<file path="src/design/bbc_pkg.sv">
package bbc_pkg;

    localparam int MAX_SECTIONS   = 4;
    localparam int SAMPLE_BITS    = 24;
    localparam int COEF_FRAC_BITS = 18;

    localparam int COEF_BITS      = COEF_FRAC_BITS + 2;
    localparam int COEF_WORD_BITS = 60;
    localparam int POLE_COEF_BITS = COEF_FRAC_BITS + 1;
    localparam int STATE_BITS     = 32;
    localparam int COUNT_BITS     = 3;
    localparam int COEF_REGS      = 4;
    localparam int CFG_INDEX_BITS = $clog2(COEF_REGS + 3);
    localparam int CFG_DATA_BITS  = COEF_WORD_BITS;

    // headroom for every sum that is saturated afterwards
    localparam int ACC_BITS = ((SAMPLE_BITS > STATE_BITS) ? SAMPLE_BITS : STATE_BITS) + 6;

    localparam logic [CFG_INDEX_BITS-1:0] REG_SECTION_COUNT = CFG_INDEX_BITS'(COEF_REGS);
    localparam logic [CFG_INDEX_BITS-1:0] REG_POLE_ENABLE   = CFG_INDEX_BITS'(COEF_REGS + 1);
    localparam logic [CFG_INDEX_BITS-1:0] REG_POLE_COEF     = CFG_INDEX_BITS'(COEF_REGS + 2);

    localparam logic signed [ACC_BITS-1:0] SAMPLE_MAX =
        {{(ACC_BITS - SAMPLE_BITS + 1){1'b0}}, {(SAMPLE_BITS - 1){1'b1}}};
    localparam logic signed [ACC_BITS-1:0] SAMPLE_MIN =
        {{(ACC_BITS - SAMPLE_BITS + 1){1'b1}}, {(SAMPLE_BITS - 1){1'b0}}};
    localparam logic signed [ACC_BITS-1:0] STATE_MAX =
        {{(ACC_BITS - STATE_BITS + 1){1'b0}}, {(STATE_BITS - 1){1'b1}}};
    localparam logic signed [ACC_BITS-1:0] STATE_MIN =
        {{(ACC_BITS - STATE_BITS + 1){1'b1}}, {(STATE_BITS - 1){1'b0}}};

    typedef struct packed {
        logic                          valid;
        logic signed [SAMPLE_BITS-1:0] sample;
    } bbc_link_t;

    typedef struct packed {
        logic clear;
        logic active;
    } bbc_cell_ctrl_t;

    function automatic logic signed [SAMPLE_BITS-1:0] sat_sample(
        input logic signed [ACC_BITS-1:0] v
    );
        logic signed [SAMPLE_BITS-1:0] r;
        if (v > SAMPLE_MAX)
        begin
            r = SAMPLE_MAX[SAMPLE_BITS-1:0];
        end
        else if (v < SAMPLE_MIN)
        begin
            r = SAMPLE_MIN[SAMPLE_BITS-1:0];
        end
        else
        begin
            r = v[SAMPLE_BITS-1:0];
        end
        return r;
    endfunction

    function automatic logic signed [STATE_BITS-1:0] sat_state(
        input logic signed [ACC_BITS-1:0] v
    );
        logic signed [STATE_BITS-1:0] r;
        if (v > STATE_MAX)
        begin
            r = STATE_MAX[STATE_BITS-1:0];
        end
        else if (v < STATE_MIN)
        begin
            r = STATE_MIN[STATE_BITS-1:0];
        end
        else
        begin
            r = v[STATE_BITS-1:0];
        end
        return r;
    endfunction

endpackage

</file>
<file path="src/design/bbc_pole_cell.sv">
module bbc_pole_cell (
    input  logic                                 clk,
    input  logic                                 rst_n,
    input  bbc_pkg::bbc_cell_ctrl_t              ctrl,
    input  logic [bbc_pkg::POLE_COEF_BITS-1:0]   coef,
    input  bbc_pkg::bbc_link_t                   x_link,
    output bbc_pkg::bbc_link_t                   y_link,
    output logic                                 busy
);

    localparam int SB        = bbc_pkg::SAMPLE_BITS;
    localparam int FB        = bbc_pkg::COEF_FRAC_BITS;
    localparam int ZB        = bbc_pkg::STATE_BITS;
    localparam int AB        = bbc_pkg::ACC_BITS;
    localparam int PB        = bbc_pkg::POLE_COEF_BITS;
    localparam int DIFF_BITS = ZB + 1;
    localparam int PROD_BITS = PB + 1 + DIFF_BITS;
    localparam int WIDE_BITS = PROD_BITS + 1;
    localparam int RND_BITS  = WIDE_BITS - FB;

    localparam logic [PB-1:0]               ONE  = PB'(1) << FB;
    localparam logic signed [WIDE_BITS-1:0] HALF = WIDE_BITS'(1) << (FB - 1);

    typedef enum logic [2:0] {
        PL_IDLE = 3'b001,
        PL_MUL  = 3'b010,
        PL_ACC  = 3'b100
    } pl_state_t;

    pl_state_t state_reg;
    pl_state_t state_next;

    logic signed [DIFF_BITS-1:0] diff_reg;
    logic [PB-1:0]               a_reg;
    logic signed [PROD_BITS-1:0] prod_reg;
    logic signed [ZB-1:0]        z_reg;
    logic signed [SB-1:0]        y_reg;
    logic                        y_valid_reg;

    logic signed [WIDE_BITS-1:0] prod_w;
    logic signed [RND_BITS-1:0]  rnd;
    logic signed [AB-1:0]        z_sum;
    logic                        start;

    assign start  = x_link.valid && (state_reg == PL_IDLE);
    assign prod_w = WIDE_BITS'(prod_reg) + HALF;
    assign rnd    = $signed(prod_w[WIDE_BITS-1:FB]);
    assign z_sum  = AB'(z_reg) + AB'(rnd);

    always_comb
    begin
        state_next = state_reg;
        unique case (state_reg)
            PL_IDLE:
            begin
                if (x_link.valid && ctrl.active)
                begin
                    state_next = PL_MUL;
                end
            end
            PL_MUL:  state_next = PL_ACC;
            PL_ACC:  state_next = PL_IDLE;
            default: state_next = PL_IDLE;
        endcase
        if (ctrl.clear)
        begin
            state_next = PL_IDLE;
        end
    end

    always_ff @(posedge clk or negedge rst_n)
    begin
        if (!rst_n)
        begin
            state_reg   <= PL_IDLE;
            y_valid_reg <= 1'b0;
            z_reg       <= '0;
        end
        else
        begin
            state_reg   <= state_next;
            y_valid_reg <= 1'b0;
            if (ctrl.clear)
            begin
                z_reg <= '0;
            end
            else
            begin
                if (start && !ctrl.active)
                begin
                    y_valid_reg <= 1'b1;
                end
                if (state_reg == PL_ACC)
                begin
                    z_reg       <= bbc_pkg::sat_state(z_sum);
                    y_valid_reg <= 1'b1;
                end
            end
        end
    end

    always_ff @(posedge clk)
    begin
        if (start)
        begin
            diff_reg <= DIFF_BITS'(x_link.sample) - DIFF_BITS'(z_reg);
            // a coefficient above one acts as exactly one
            a_reg    <= (coef > ONE) ? ONE : coef;
            if (!ctrl.active)
            begin
                y_reg <= x_link.sample;
            end
        end
        if (state_reg == PL_MUL)
        begin
            prod_reg <= $signed({1'b0, a_reg}) * diff_reg;
        end
        if (state_reg == PL_ACC)
        begin
            y_reg <= bbc_pkg::sat_sample(z_sum);
        end
    end

    assign y_link.valid  = y_valid_reg;
    assign y_link.sample = y_reg;
    assign busy          = (state_reg != PL_IDLE);

endmodule

</file>
<file path="config.mk">
export PLATFORM = sky130hd
export DESIGN_NAME = bbc_pole_cell
export DESIGN_NICKNAME = d
export VERILOG_FILES = /design/src/design/bbc_pkg.sv /design/src/design/bbc_pole_cell.sv
export SDC_FILE = /design/constraint.sdc
export NUM_CORES = 2
export LEC_CHECK = 0
export BUFFER_PORTS_ARGS = -buffer_cell sky130_fd_sc_hd__buf_2
export CAP_MARGIN = 25
export CORE_MARGIN = 2
export CORE_UTILIZATION = 60
export CTS_CLUSTER_SIZE = 16
export DETAILED_ROUTE_END_ITERATION = 16
export GPL_TIMING_DRIVEN = 0
export PLACE_DENSITY = 0.88
export SLEW_MARGIN = 10
export SYNTH_ARGS = -nofsm -noshare
export SYNTH_HDL_FRONTEND = slang
export SYNTH_SLANG_ARGS = --single-unit
export TNS_END_PERCENT = 5
</file>
<file path="constraint.sdc">
create_clock -name clk -period 6.5 [get_ports clk]
set_input_delay 0.325 -clock clk [delete_from_list [all_inputs] [get_ports clk]]
set_output_delay 0.325 -clock clk [all_outputs]
set_load 0.02 [all_outputs]
</file>
==> results list <==
- The flow ran to the end, but the final reports show violations.
* Violated checks: setup timing
- The initial antenna violation count is 22.
- Largest incremental delay on the critical path: between 0.7 and 0.8 ns
- The clock net in this run drives a total of between 100 and 150 sinks.
- Setup violations remaining at the end of the flow were counted as 36.
- Gp weighted congestion: around 0.98
- Clock latency at the later pin of the worst-skew pair: roughly 0.50 ns
- The library cell used most frequently in the layout, excluding fill and tap cells, is sky130_fd_sc_hd__inv_1.
- First-pass GRT wire length: 158 mm
- Buffers placed on the I/O ports in this run total 73.
- The total overflow left after global routing is 0.
- Setup CP Type: reg -> reg
- Root buffer cell: sky130_fd_sc_hd__clkbuf_16
* Dominant cell type by area after synthesis: sky130_fd_sc_hd__fa_1
- Count of unresolved DRC violations after routing: 0
* Share of post-route cells with drive strength above 1: approximately a tenth
* Number of warning messages in the yosys log: 0
* Mean cell area of the mapped netlist: between 9 and 10 um2
* Initial DRC count: approximately 3300
* Max-slew violation count: 0
- Top_reg_cell synth: sky130_fd_sc_hd__edfxtp_1
- STA classifies the critical path startpoint as a flop.
* Relative max-transition margin: between 30 and 40%
- Area inside the core boundary: a little over 50000 um2
- Setup repair after global routing could not meet its margin everywhere.
* Reported max-cap violation count: 0
* Net count after synthesis: around 4200
* Worst path slowest cell: sky130_fd_sc_hd__fa_1
* Final net count: around 4400
- Time the worst path needs with I/O delays and setup: slightly below 8 ns
- Clock transition time at the flip-flop clock pins of the worst setup and hold paths: ~0.070 ns
* Number of H-tree branching levels: 4
- Highest fanout seen on the critical path: 5
- Global routing consumed, over all layers together, 40.0% of the routing resources.
* Pin count of the biggest net entering global routing: 37
- CTS tree: built
- Horizontal die dimension: roughly 230 um
* Worst slack after detailed placement: -1.54 ns
* DR vias/cell: roughly 6.2
* Flop and latch count out of synthesis: roughly 150
- Sequential fraction of the synthesis area: between 10% and 20%
* Number of buffers added by the clock tree synthesis step: 17
- Number of flip-flops in the largest register: 36
- Timing would allow up to between 100 and 150 MHz.
- Required time of the critical path: approximately 6.8 ns
- Floorplan die area: ~54000 um2
* Clk buf depth: 2
* Critical path cell sequence: clkbuf_8, buf_4, and2_1, fa_1, inv_1, fa_1, fa_1, inv_1, fa_1, fa_1, fa_1, inv_1, fa_1, inv_1, ha_4, nand4_1, buf_4, o31ai_4, nand3_2, a211o_4, a21boi_4, nor3b_2, o21bai_1, xor2_1
* DR WL/cell: 23.8 um
- Measured along the y axis, the die boundary spans between 200 and 250 um.
- between 70 and 80 I/O pins were placed.
- Worst hold-check path type: in -> reg
- Gate count after technology mapping: ~3300
- The mapped netlist covers around 31000 um2.
- The critical path starts at a_reg[7]$_SDFFCE_PN0P_.
- Yosys cell types: 73
- Final Instance Area: roughly 35000 um2
- Effective utilization at floorplan: approximately three fifths
* Startpoint of the worst-slack reg-to-reg timing path: a_reg[7]$_SDFFCE_PN0P_
- The floorplan has 83 rows.
- For the pin with the worst max-slew slack, the measured transition is between 0.9 and 1 ns.
- The number of endpoints with negative hold slack in the final report is 0.
- The number of global-route vias before repair was 27900.
- The top cell types in the final layout, fill and taps aside, are 738 x sky130_fd_sc_hd__inv_1, 603 x sky130_fd_sc_hd__fa_1, 410 x sky130_fd_sc_hd__and2_1, 297 x sky130_fd_sc_hd__nand2_1, 194 x sky130_fd_sc_hd__ha_1.
- Across all layers, the routed design uses ~26000 vias.
* Most common cell type on the critical path: sky130_fd_sc_hd__fa_1
- Final clock period utilization by the worst path: 121%
* Area contributors post-synth: sky130_fd_sc_hd__fa_1 40%, sky130_fd_sc_hd__edfxtp_1 11%, sky130_fd_sc_hd__inv_1 9.0%
* Synthesis-to-layout area growth: 10.8%
- Total half-perimeter wirelength after legalization and detailed placement: a little over 70 mm
- Post-layout worst setup margin: -1.36 ns
- The pre-antenna-repair detailed-routing pass consisted of 6 iterations.
* Data arrival time at the worst-slack endpoint: 8.16 ns
* Final worst clock skew: between 0.01 and 0.015 ns
- Counting flops with a built-in enable in the synthesized netlist gives 112.
* CP Capture Type: flop
- Counting flops with an async set or reset pin after synthesis yields a share of around a quarter.
* Share of Yosys cell area claimed by the top area cell type: between 30% and 40%
* Post-detailed-routing wire length: around 100 mm
- Filler Cells Inserted: 3528
- Placed Area: between 30000 and 40000 um2
- The worst hold path begins at ctrl[1].
* Antenna Nets Post-Route: 0
==> path summary, 6_finish.rpt <==
kind,endpoint,slack [ns],depth (start not counted)
worst min register to register,z_reg[18]$_DFFE_PN0P_,0.56,1
worst min-delay path,z_reg[23]$_DFFE_PN0P_,0.07,2
worst max register to register,prod_reg[51]$_DFFE_PP_,-1.36,24
min in group asynchronous,state_reg[2]$_DFFE_PN0P_,0.50,2
max in group asynchronous,z_reg[5]$_DFFE_PN0P_,5.42,2
worst max-delay path,prod_reg[51]$_DFFE_PP_,-1.36,24
==> critical path, delay by kind of cell (launching register included) <==
family,cells,cell delay (ns)
XOR/XNOR,1,0.30
AND/OR/NAND/NOR,4,0.55
AO/OA/AOI/OAI,4,1.14
flip-flops,1,0.55
adder cells (fa/ha/maj),8,4.18
buffers and inverters,7,0.90
==> per-layer routing <==
metal	GRT usage, %	part of all wire [%]
met1	42.5	31
met2	58.9	44
met3	23.1	15
met4	27.9	9.8
met5	9.19	0.23
==> cells by family (layout without fill, tap and decap cells) <==
group / after synthesis / count (layout) / share of synthesized area [%]
flip-flops: 148 / 148 / 13.6
AO/OA/AOI/OAI: 367 / 367 / 7.98
adder cells (fa/ha/maj): 824 / 824 / 47.7
multiplexers: 3 / 3 / 0.0956
XOR/XNOR: 129 / 129 / 3.62
AND/OR/NAND/NOR: 987 / 987 / 16.4
other: 0 / 15 / 0
buffers and inverters: 880 / 1079 / 10.7
==> final cells by class <==
| class | count | area [um2] | share of cell area [%] |
|---|---|---|---|
| flip-flops and latches | 148 | 4270 | 12.3 |
| well taps | 680 | 851 | 2.45 |
| diodes | 15 | 37.5 | 0.108 |
| clock inverters | 10 | 145 | 0.417 |
| plain buffers | 126 | 868 | 2.50 |
| multi-input cells | 2310 | 24200 | 69.4 |
| clock buffers | 22 | 485 | 1.40 |
| repair buffers | 167 | 1160 | 3.34 |
| inverters | 754 | 2830 | 8.13 |
==> through the flow <==
step	util, %	setup TNS [ns]	std cells	hold slack (ns)
floorplan	-	-0.380	3338	0.0294
global placement	63.4	-33.14	4091	0.470
detailed placement	63.5	-34.15	4095	0.486
CTS	66.9	-13.52	4202	0.0666
global route	67.5	-35.39	4226	0.0759
finish	67.6	-34.02	4232	0.0707
==> cells in the mapped netlist (all sizes together) (4+ instances only) <==
cell and number:
a211o 6, a211oi 17, a21boi 5, a21o 41, a21oi 83, a221o 27
a221oi 8, a31oi 5, a41oi 6, and2 414, and3 22, and4 7
buf 16, clkbuf 110, dfrtp 35, edfxtp 112, fa 621, ha 203
inv 754, nand2 299, nand2b 14, nand3 37, nand4 24, nor2 103
nor2b 20, nor3 17, nor4 9, o211ai 14, o21a 17, o21ai 74
o21bai 9, o22ai 25, o311ai 4, or3 9, xnor2 88, xor2 41
==> repair_timing <==
action | CTS | global route
hold buffers | 1 | 0
hold endpoints to repair | 35 | 0
gates resized for setup | 168 | 52
endpoints found under the setup margin | 36 | 57
gates cloned | 0 | 0
pin swaps | 51 | 19
setup buffers | 74 | 13
Power is not shown: default switching activity piles up to over one toggle a cycle in this logic, so the estimate is an artifact.
