File: config.mk
export PLATFORM = sky130hd
export DESIGN_NAME = bbc_biquad_cell
export DESIGN_NICKNAME = d
export VERILOG_FILES = /design/src/design/bbc_pkg.sv /design/src/design/bbc_biquad_cell.sv
export SDC_FILE = /design/constraint.sdc
export NUM_CORES = 2
export LEC_CHECK = 0
export BUFFER_PORTS_ARGS = -buffer_cell sky130_fd_sc_hd__buf_2
export CAP_MARGIN = 20
export CORE_AREA = 10 10 284 286
export DETAILED_ROUTE_END_ITERATION = 6
export DIE_AREA = 0 0 294 296
export GPL_ROUTABILITY_DRIVEN = 0
export MAX_ROUTING_LAYER = met4
export SYNTH_ARGS = -nofsm -noshare
export SYNTH_HDL_FRONTEND = slang
export SYNTH_SLANG_ARGS = --single-unit
File: constraint.sdc
create_clock -name clk -period 24.4 [get_ports clk]
set_clock_uncertainty 0.15 [all_clocks]
set_input_delay 2.44 -clock clk [delete_from_list [all_inputs] [get_ports clk]]
set_output_delay 2.44 -clock clk [all_outputs]
set_load 0.05 [all_outputs]
File: src/design/bbc_pkg.sv
package bbc_pkg;

    localparam int MAX_SECTIONS   = 4;
    localparam int SAMPLE_BITS    = 24;
    localparam int COEF_FRAC_BITS = 18;

    localparam int COEF_BITS      = COEF_FRAC_BITS + 2;
    localparam int COEF_WORD_BITS = 60;
    localparam int POLE_COEF_BITS = COEF_FRAC_BITS + 1;
    localparam int STATE_BITS     = 32;
    localparam int COUNT_BITS     = 3;
    localparam int COEF_REGS      = 4;
    localparam int CFG_INDEX_BITS = $clog2(COEF_REGS + 3);
    localparam int CFG_DATA_BITS  = COEF_WORD_BITS;

    // headroom for every sum that is saturated afterwards
    localparam int ACC_BITS = ((SAMPLE_BITS > STATE_BITS) ? SAMPLE_BITS : STATE_BITS) + 6;

    localparam logic [CFG_INDEX_BITS-1:0] REG_SECTION_COUNT = CFG_INDEX_BITS'(COEF_REGS);
    localparam logic [CFG_INDEX_BITS-1:0] REG_POLE_ENABLE   = CFG_INDEX_BITS'(COEF_REGS + 1);
    localparam logic [CFG_INDEX_BITS-1:0] REG_POLE_COEF     = CFG_INDEX_BITS'(COEF_REGS + 2);

    localparam logic signed [ACC_BITS-1:0] SAMPLE_MAX =
        {{(ACC_BITS - SAMPLE_BITS + 1){1'b0}}, {(SAMPLE_BITS - 1){1'b1}}};
    localparam logic signed [ACC_BITS-1:0] SAMPLE_MIN =
        {{(ACC_BITS - SAMPLE_BITS + 1){1'b1}}, {(SAMPLE_BITS - 1){1'b0}}};
    localparam logic signed [ACC_BITS-1:0] STATE_MAX =
        {{(ACC_BITS - STATE_BITS + 1){1'b0}}, {(STATE_BITS - 1){1'b1}}};
    localparam logic signed [ACC_BITS-1:0] STATE_MIN =
        {{(ACC_BITS - STATE_BITS + 1){1'b1}}, {(STATE_BITS - 1){1'b0}}};

    typedef struct packed {
        logic                          valid;
        logic signed [SAMPLE_BITS-1:0] sample;
    } bbc_link_t;

    typedef struct packed {
        logic clear;
        logic active;
    } bbc_cell_ctrl_t;

    function automatic logic signed [SAMPLE_BITS-1:0] sat_sample(
        input logic signed [ACC_BITS-1:0] v
    );
        logic signed [SAMPLE_BITS-1:0] r;
        if (v > SAMPLE_MAX)
        begin
            r = SAMPLE_MAX[SAMPLE_BITS-1:0];
        end
        else if (v < SAMPLE_MIN)
        begin
            r = SAMPLE_MIN[SAMPLE_BITS-1:0];
        end
        else
        begin
            r = v[SAMPLE_BITS-1:0];
        end
        return r;
    endfunction

    function automatic logic signed [STATE_BITS-1:0] sat_state(
        input logic signed [ACC_BITS-1:0] v
    );
        logic signed [STATE_BITS-1:0] r;
        if (v > STATE_MAX)
        begin
            r = STATE_MAX[STATE_BITS-1:0];
        end
        else if (v < STATE_MIN)
        begin
            r = STATE_MIN[STATE_BITS-1:0];
        end
        else
        begin
            r = v[STATE_BITS-1:0];
        end
        return r;
    endfunction

endpackage

File: src/design/bbc_biquad_cell.sv
module bbc_biquad_cell (
    input  logic                                 clk,
    input  logic                                 rst_n,
    input  bbc_pkg::bbc_cell_ctrl_t              ctrl,
    input  logic [bbc_pkg::COEF_WORD_BITS-1:0]   coefs,
    input  bbc_pkg::bbc_link_t                   x_link,
    output bbc_pkg::bbc_link_t                   y_link,
    output logic                                 busy
);

    localparam int CB       = bbc_pkg::COEF_BITS;
    localparam int SB       = bbc_pkg::SAMPLE_BITS;
    localparam int FB       = bbc_pkg::COEF_FRAC_BITS;
    localparam int ZB       = bbc_pkg::STATE_BITS;
    localparam int AB       = bbc_pkg::ACC_BITS;
    localparam int MUL_BITS = CB + SB;
    localparam int DIF_BITS = MUL_BITS + 2;
    localparam int RND_BITS = DIF_BITS - FB;

    localparam logic signed [DIF_BITS-1:0] HALF = DIF_BITS'(1) << (FB - 1);

    typedef enum logic [4:0] {
        BQ_IDLE   = 5'b00001,
        BQ_SUM    = 5'b00010,
        BQ_MUL_A1 = 5'b00100,
        BQ_UPD_Z1 = 5'b01000,
        BQ_UPD_Z2 = 5'b10000
    } bq_state_t;

    bq_state_t state_reg;
    bq_state_t state_next;

    logic signed [CB-1:0]       b0;
    logic signed [CB-1:0]       a1;
    logic signed [CB-1:0]       a2;
    logic signed [CB-1:0]       mul_coef;
    logic signed [SB-1:0]       mul_data;
    logic signed [MUL_BITS-1:0] mul_out;
    logic signed [MUL_BITS-1:0] bx_reg;
    logic signed [MUL_BITS-1:0] prod_reg;
    logic signed [ZB-1:0]       z1_reg;
    logic signed [ZB-1:0]       z2_reg;
    logic signed [SB-1:0]       y_reg;
    logic                       y_valid_reg;

    logic signed [DIF_BITS-1:0] bx_w;
    logic signed [DIF_BITS-1:0] prod_w;
    logic signed [DIF_BITS-1:0] y_dif;
    logic signed [DIF_BITS-1:0] z1_dif;
    logic signed [DIF_BITS-1:0] z2_dif;
    logic signed [RND_BITS-1:0] y_rnd;
    logic signed [RND_BITS-1:0] z1_rnd;
    logic signed [RND_BITS-1:0] z2_rnd;
    logic signed [AB-1:0]       y_sum;
    logic signed [AB-1:0]       z1_sum;
    logic signed [AB-1:0]       z2_sum;
    logic                       start;

    assign b0 = coefs[CB-1:0];
    assign a1 = coefs[2*CB-1:CB];
    assign a2 = coefs[3*CB-1:2*CB];

    assign start = x_link.valid && (state_reg == BQ_IDLE);

    // one shared multiplier: b0*x on entry, then a1*y and a2*y
    always_comb
    begin
        mul_coef = a2;
        mul_data = y_reg;
        if (state_reg == BQ_IDLE)
        begin
            mul_coef = b0;
            mul_data = x_link.sample;
        end
        else if (state_reg == BQ_MUL_A1)
        begin
            mul_coef = a1;
        end
    end

    assign mul_out = mul_coef * mul_data;

    // round half up, floor shift back to sample scale
    assign bx_w   = DIF_BITS'(bx_reg);
    assign prod_w = DIF_BITS'(prod_reg);
    assign y_dif  = bx_w + HALF;
    assign z1_dif = (bx_w <<< 1) - prod_w + HALF;
    assign z2_dif = bx_w - prod_w + HALF;
    assign y_rnd  = $signed(y_dif[DIF_BITS-1:FB]);
    assign z1_rnd = $signed(z1_dif[DIF_BITS-1:FB]);
    assign z2_rnd = $signed(z2_dif[DIF_BITS-1:FB]);
    assign y_sum  = AB'(z1_reg) + AB'(y_rnd);
    assign z1_sum = AB'(z1_rnd) + AB'(z2_reg);
    assign z2_sum = AB'(z2_rnd);

    always_comb
    begin
        state_next = state_reg;
        unique case (state_reg)
            BQ_IDLE:
            begin
                if (x_link.valid && ctrl.active)
                begin
                    state_next = BQ_SUM;
                end
            end
            BQ_SUM:    state_next = BQ_MUL_A1;
            BQ_MUL_A1: state_next = BQ_UPD_Z1;
            BQ_UPD_Z1: state_next = BQ_UPD_Z2;
            BQ_UPD_Z2: state_next = BQ_IDLE;
            default:   state_next = BQ_IDLE;
        endcase
        if (ctrl.clear)
        begin
            state_next = BQ_IDLE;
        end
    end

    always_ff @(posedge clk or negedge rst_n)
    begin
        if (!rst_n)
        begin
            state_reg   <= BQ_IDLE;
            y_valid_reg <= 1'b0;
            z1_reg      <= '0;
            z2_reg      <= '0;
        end
        else
        begin
            state_reg   <= state_next;
            y_valid_reg <= 1'b0;
            if (ctrl.clear)
            begin
                z1_reg <= '0;
                z2_reg <= '0;
            end
            else
            begin
                // an unused section hands the sample straight on
                if (start && !ctrl.active)
                begin
                    y_valid_reg <= 1'b1;
                end
                if (state_reg == BQ_SUM)
                begin
                    y_valid_reg <= 1'b1;
                end
                if (state_reg == BQ_UPD_Z1)
                begin
                    z1_reg <= bbc_pkg::sat_state(z1_sum);
                end
                if (state_reg == BQ_UPD_Z2)
                begin
                    z2_reg <= bbc_pkg::sat_state(z2_sum);
                end
            end
        end
    end

    always_ff @(posedge clk)
    begin
        if (start)
        begin
            bx_reg <= mul_out;
            if (!ctrl.active)
            begin
                y_reg <= x_link.sample;
            end
        end
        if (state_reg == BQ_SUM)
        begin
            y_reg <= bbc_pkg::sat_sample(y_sum);
        end
        if (state_reg == BQ_MUL_A1 || state_reg == BQ_UPD_Z1)
        begin
            prod_reg <= mul_out;
        end
    end

    assign y_link.valid  = y_valid_reg;
    assign y_link.sample = y_reg;
    assign busy          = (state_reg != BQ_IDLE);

endmodule

==> flow_metrics.py <==
metrics = {
    "synth": {
        "synth_common_cells": "inv_1, fa_1, nand2_1",
        "ys_seq_elements": 178,
        "yosysSeqAreaShare_pct": 15.7,
        "synth-edff-count": 112,
        "syn_inst": 3499,
        "async_reset_ff_share_pct": 37.1,
        "synth_top_cell_area_share_pct": 30.9,
        "yosysTopAreaCell": "fa_1",
        "synthFlopType": "edfxtp_1",
        "yosysUniqueCellTypes": 87,
        "avgSynthCellArea_um2": 9.16,
        "ys_warn_count": 0,
        "netlist_area_um2": 32000,
        "synth_area_leaders": "fa_1, ha_1, edfxtp_1",
        "synth.most_common_cell": "inv_1",
        "syn_nets": 4431,
    },
    "worst_setup_path": {
        "worst_path_largest_cell_delay_ns": 0.98,
        "ff2ff_setup_slack_ns": 13.82,
        "cp_max_fo": 34,
        "crit_buf_inv": 7,
        "required_ns": 24.48,
        "crit_type": "reg -> reg",
        "cp_common_cell": "fa_1",
        "cp-start-kind": "flip-flop",
        "slowest_stage": "a21oi_1",
        "critPathArrivalTime_ns": 10.65,
        "crit_path_end_kind": "flip-flop",
        "path_delay_family": "adder cells",
    },
    "route": {
        "drc": 0,
        "via_per_inst": 5.42,
        "ant_nets": 0,
        "wl_per_cell_um": 20.7,
        "drt-total-wl_um": 95000,
        "num_vias": 24800,
        "firstDrtPassIters": 5,
        "drt-initial-drc-count": 1807,
    },
    "floorplan": {
        "start_util_pct": 42.6,
        "die_w_um": 294,
        "pin_count": 115,
        "coreArea_um2": 75200,
        "num_rows": 101,
        "die-area_um2": 87000,
        "fp.dieH_um": 296,
    },
    "timing": {
        "setup_tns_ns": 0,
        "fin_crit_sh_pct": 43.3,
        "final_hold_viol_count": 0,
        "max_freq_mhz": 94.5,
        "report.final.slew_viol_count": 0,
        "rsz0062_at_grt": "false",
        "final-setup-viol-count": 0,
        "slew_headroom_pct": 19.0,
        "worst_pin_slew_ns": 1.22,
        "finalWorstSetupSlack_ns": 13.82,
        "period_needed_ns": 10.58,
    },
    "clocking": {
        "cts_resized": 0,
        "cts_buffer_depth": 2,
        "htree_levels": 4,
        "post_cts_buffers": 0,
        "tritoncts": "done",
        "numCtsBuffers": 17,
        "hold_buffers": 0,
        "clkLatencyLatePin_ns": 0.49,
        "cts_sinks": 178,
        "cts-root-buf": "clkbuf_16",
        "clkTransAtPathRegs_ns": 0.07,
    },
    "grt": {
        "grt_remaining_overflow": 0,
        "grt_max_degree": 67,
        "grt_pass1_vias": 25100,
        "grt_use_total_pct": 22.8,
        "antenna_found_initial": 6,
        "grt_pass1_wl_um": 148000,
    },
    "cells_and_area": {
        "nets": 4519,
        "nFillCells": 7252,
        "syn_to_final_growth_pct": 7.69,
        "drive_above_1_share_pct": 6.89,
    },
    "min_path": {
        "hold_class": "reg -> reg",
    },
    "outcome": {
        "outcome": "complete, no violations",
    },
    "placed_design": {
        "pre_cts_ws_ns": 13.46,
        "port_buffers": 114,
        "dpl.hpwl_um": 77100,
    },
    "run": {
        "maxCapViolCount": 0,
    },
}
cell type report:
class / count / area, µm² / share of cell area, %
Antenna cell: 3 / 7.51 / 0.0218
Tap cell: 978 / 1220 / 3.55
Sequential cell: 178 / 5020 / 14.5
Clock inverter: 12 / 95.1 / 0.276
Timing Repair Buffer: 172 / 1010 / 2.91
Multi-Input combinational cell: 2611 / 24400 / 70.7
Clock buffer: 20 / 469 / 1.36
Inverter: 607 / 2280 / 6.60
layout by cell type (no fill, tap or decap), drive strengths merged, types with 19 or more instances in the layout:
master,count
o21a,25
a22o,20
edfxtp,112
mux2i,50
fa,494
a21oi,162
clkbuf,20
nand3,44
a221o,32
a21o,103
nand2,414
nor2,348
nor3,25
nand2b,25
ha,349
dfrtp,65
xor2,47
o21bai,23
xnor2,114
o21ai,72
buf,172
nor2b,24
inv,611
nand4,19
tightest hold or removal path, stage by stage (launching register included):
cell and delay (ns):
dfrtp_1 0.35, nand2_1 0.05, o41ai_1 0.05
final timing paths:
| check | cells past startpoint | start | to |
|---|---|---|---|
| worst max-delay path | 29 | state_reg[2]$_DFFE_PN0P_ | prod_reg[42]$_DFFE_PN_ |
| worst min-delay path | 2 | z2_reg[11]$_DFFE_PN0P_ | z2_reg[11]$_DFFE_PN0P_ |
| worst max register to register | 29 | state_reg[2]$_DFFE_PN0P_ | prod_reg[42]$_DFFE_PN_ |
| worst min register to register | 2 | z2_reg[11]$_DFFE_PN0P_ | z2_reg[11]$_DFFE_PN0P_ |
| max in group asynchronous | 2 | rst_n | z1_reg[10]$_DFFE_PN0P_ |
| min in group asynchronous | 2 | rst_n | z2_reg[30]$_DFFE_PN0P_ |
per-stage QoR:
step           cells  cell area (µm²)  util, %  hold WS [ns]
6_report        4581            34500     45.9         0.335
3_5_place_dp    4544            33900     45.1         0.320
5_1_grt         4581            34500     45.9         0.366
4_1_cts         4576            34500     45.9         0.339
2_1_floorplan   3499            32000        -         0.295
3_3_place_gp    4543            33900     45.1         0.321
per-layer routing:
| layer | routed length (µm) | global-route usage (%) | up-vias |
|---|---|---|---|
| met1 | 44200 | 31.4 | 12300 |
| li1 | - | - | 11600 |
| met5 | 0 | - | - |
| met4 | 1920 | 5.10 | 0 |
| met3 | 8480 | 6.00 | 131 |
| met2 | 40400 | 33.3 | 841 |
logic make-up after synthesis:
family | Yosys count | share of synthesized area [%]
buffers and inverters | 710 | 8.39
flip-flops | 178 | 15.7
AND/OR/NAND/NOR | 985 | 13.2
XOR/XNOR | 161 | 4.40
multiplexers | 50 | 1.56
adder cells (fa/ha/maj) | 843 | 44.5
AO/OA/AOI/OAI | 572 | 12.3
Power is not shown: default switching activity piles up to over one toggle a cycle in this logic, so the estimate is an artifact.
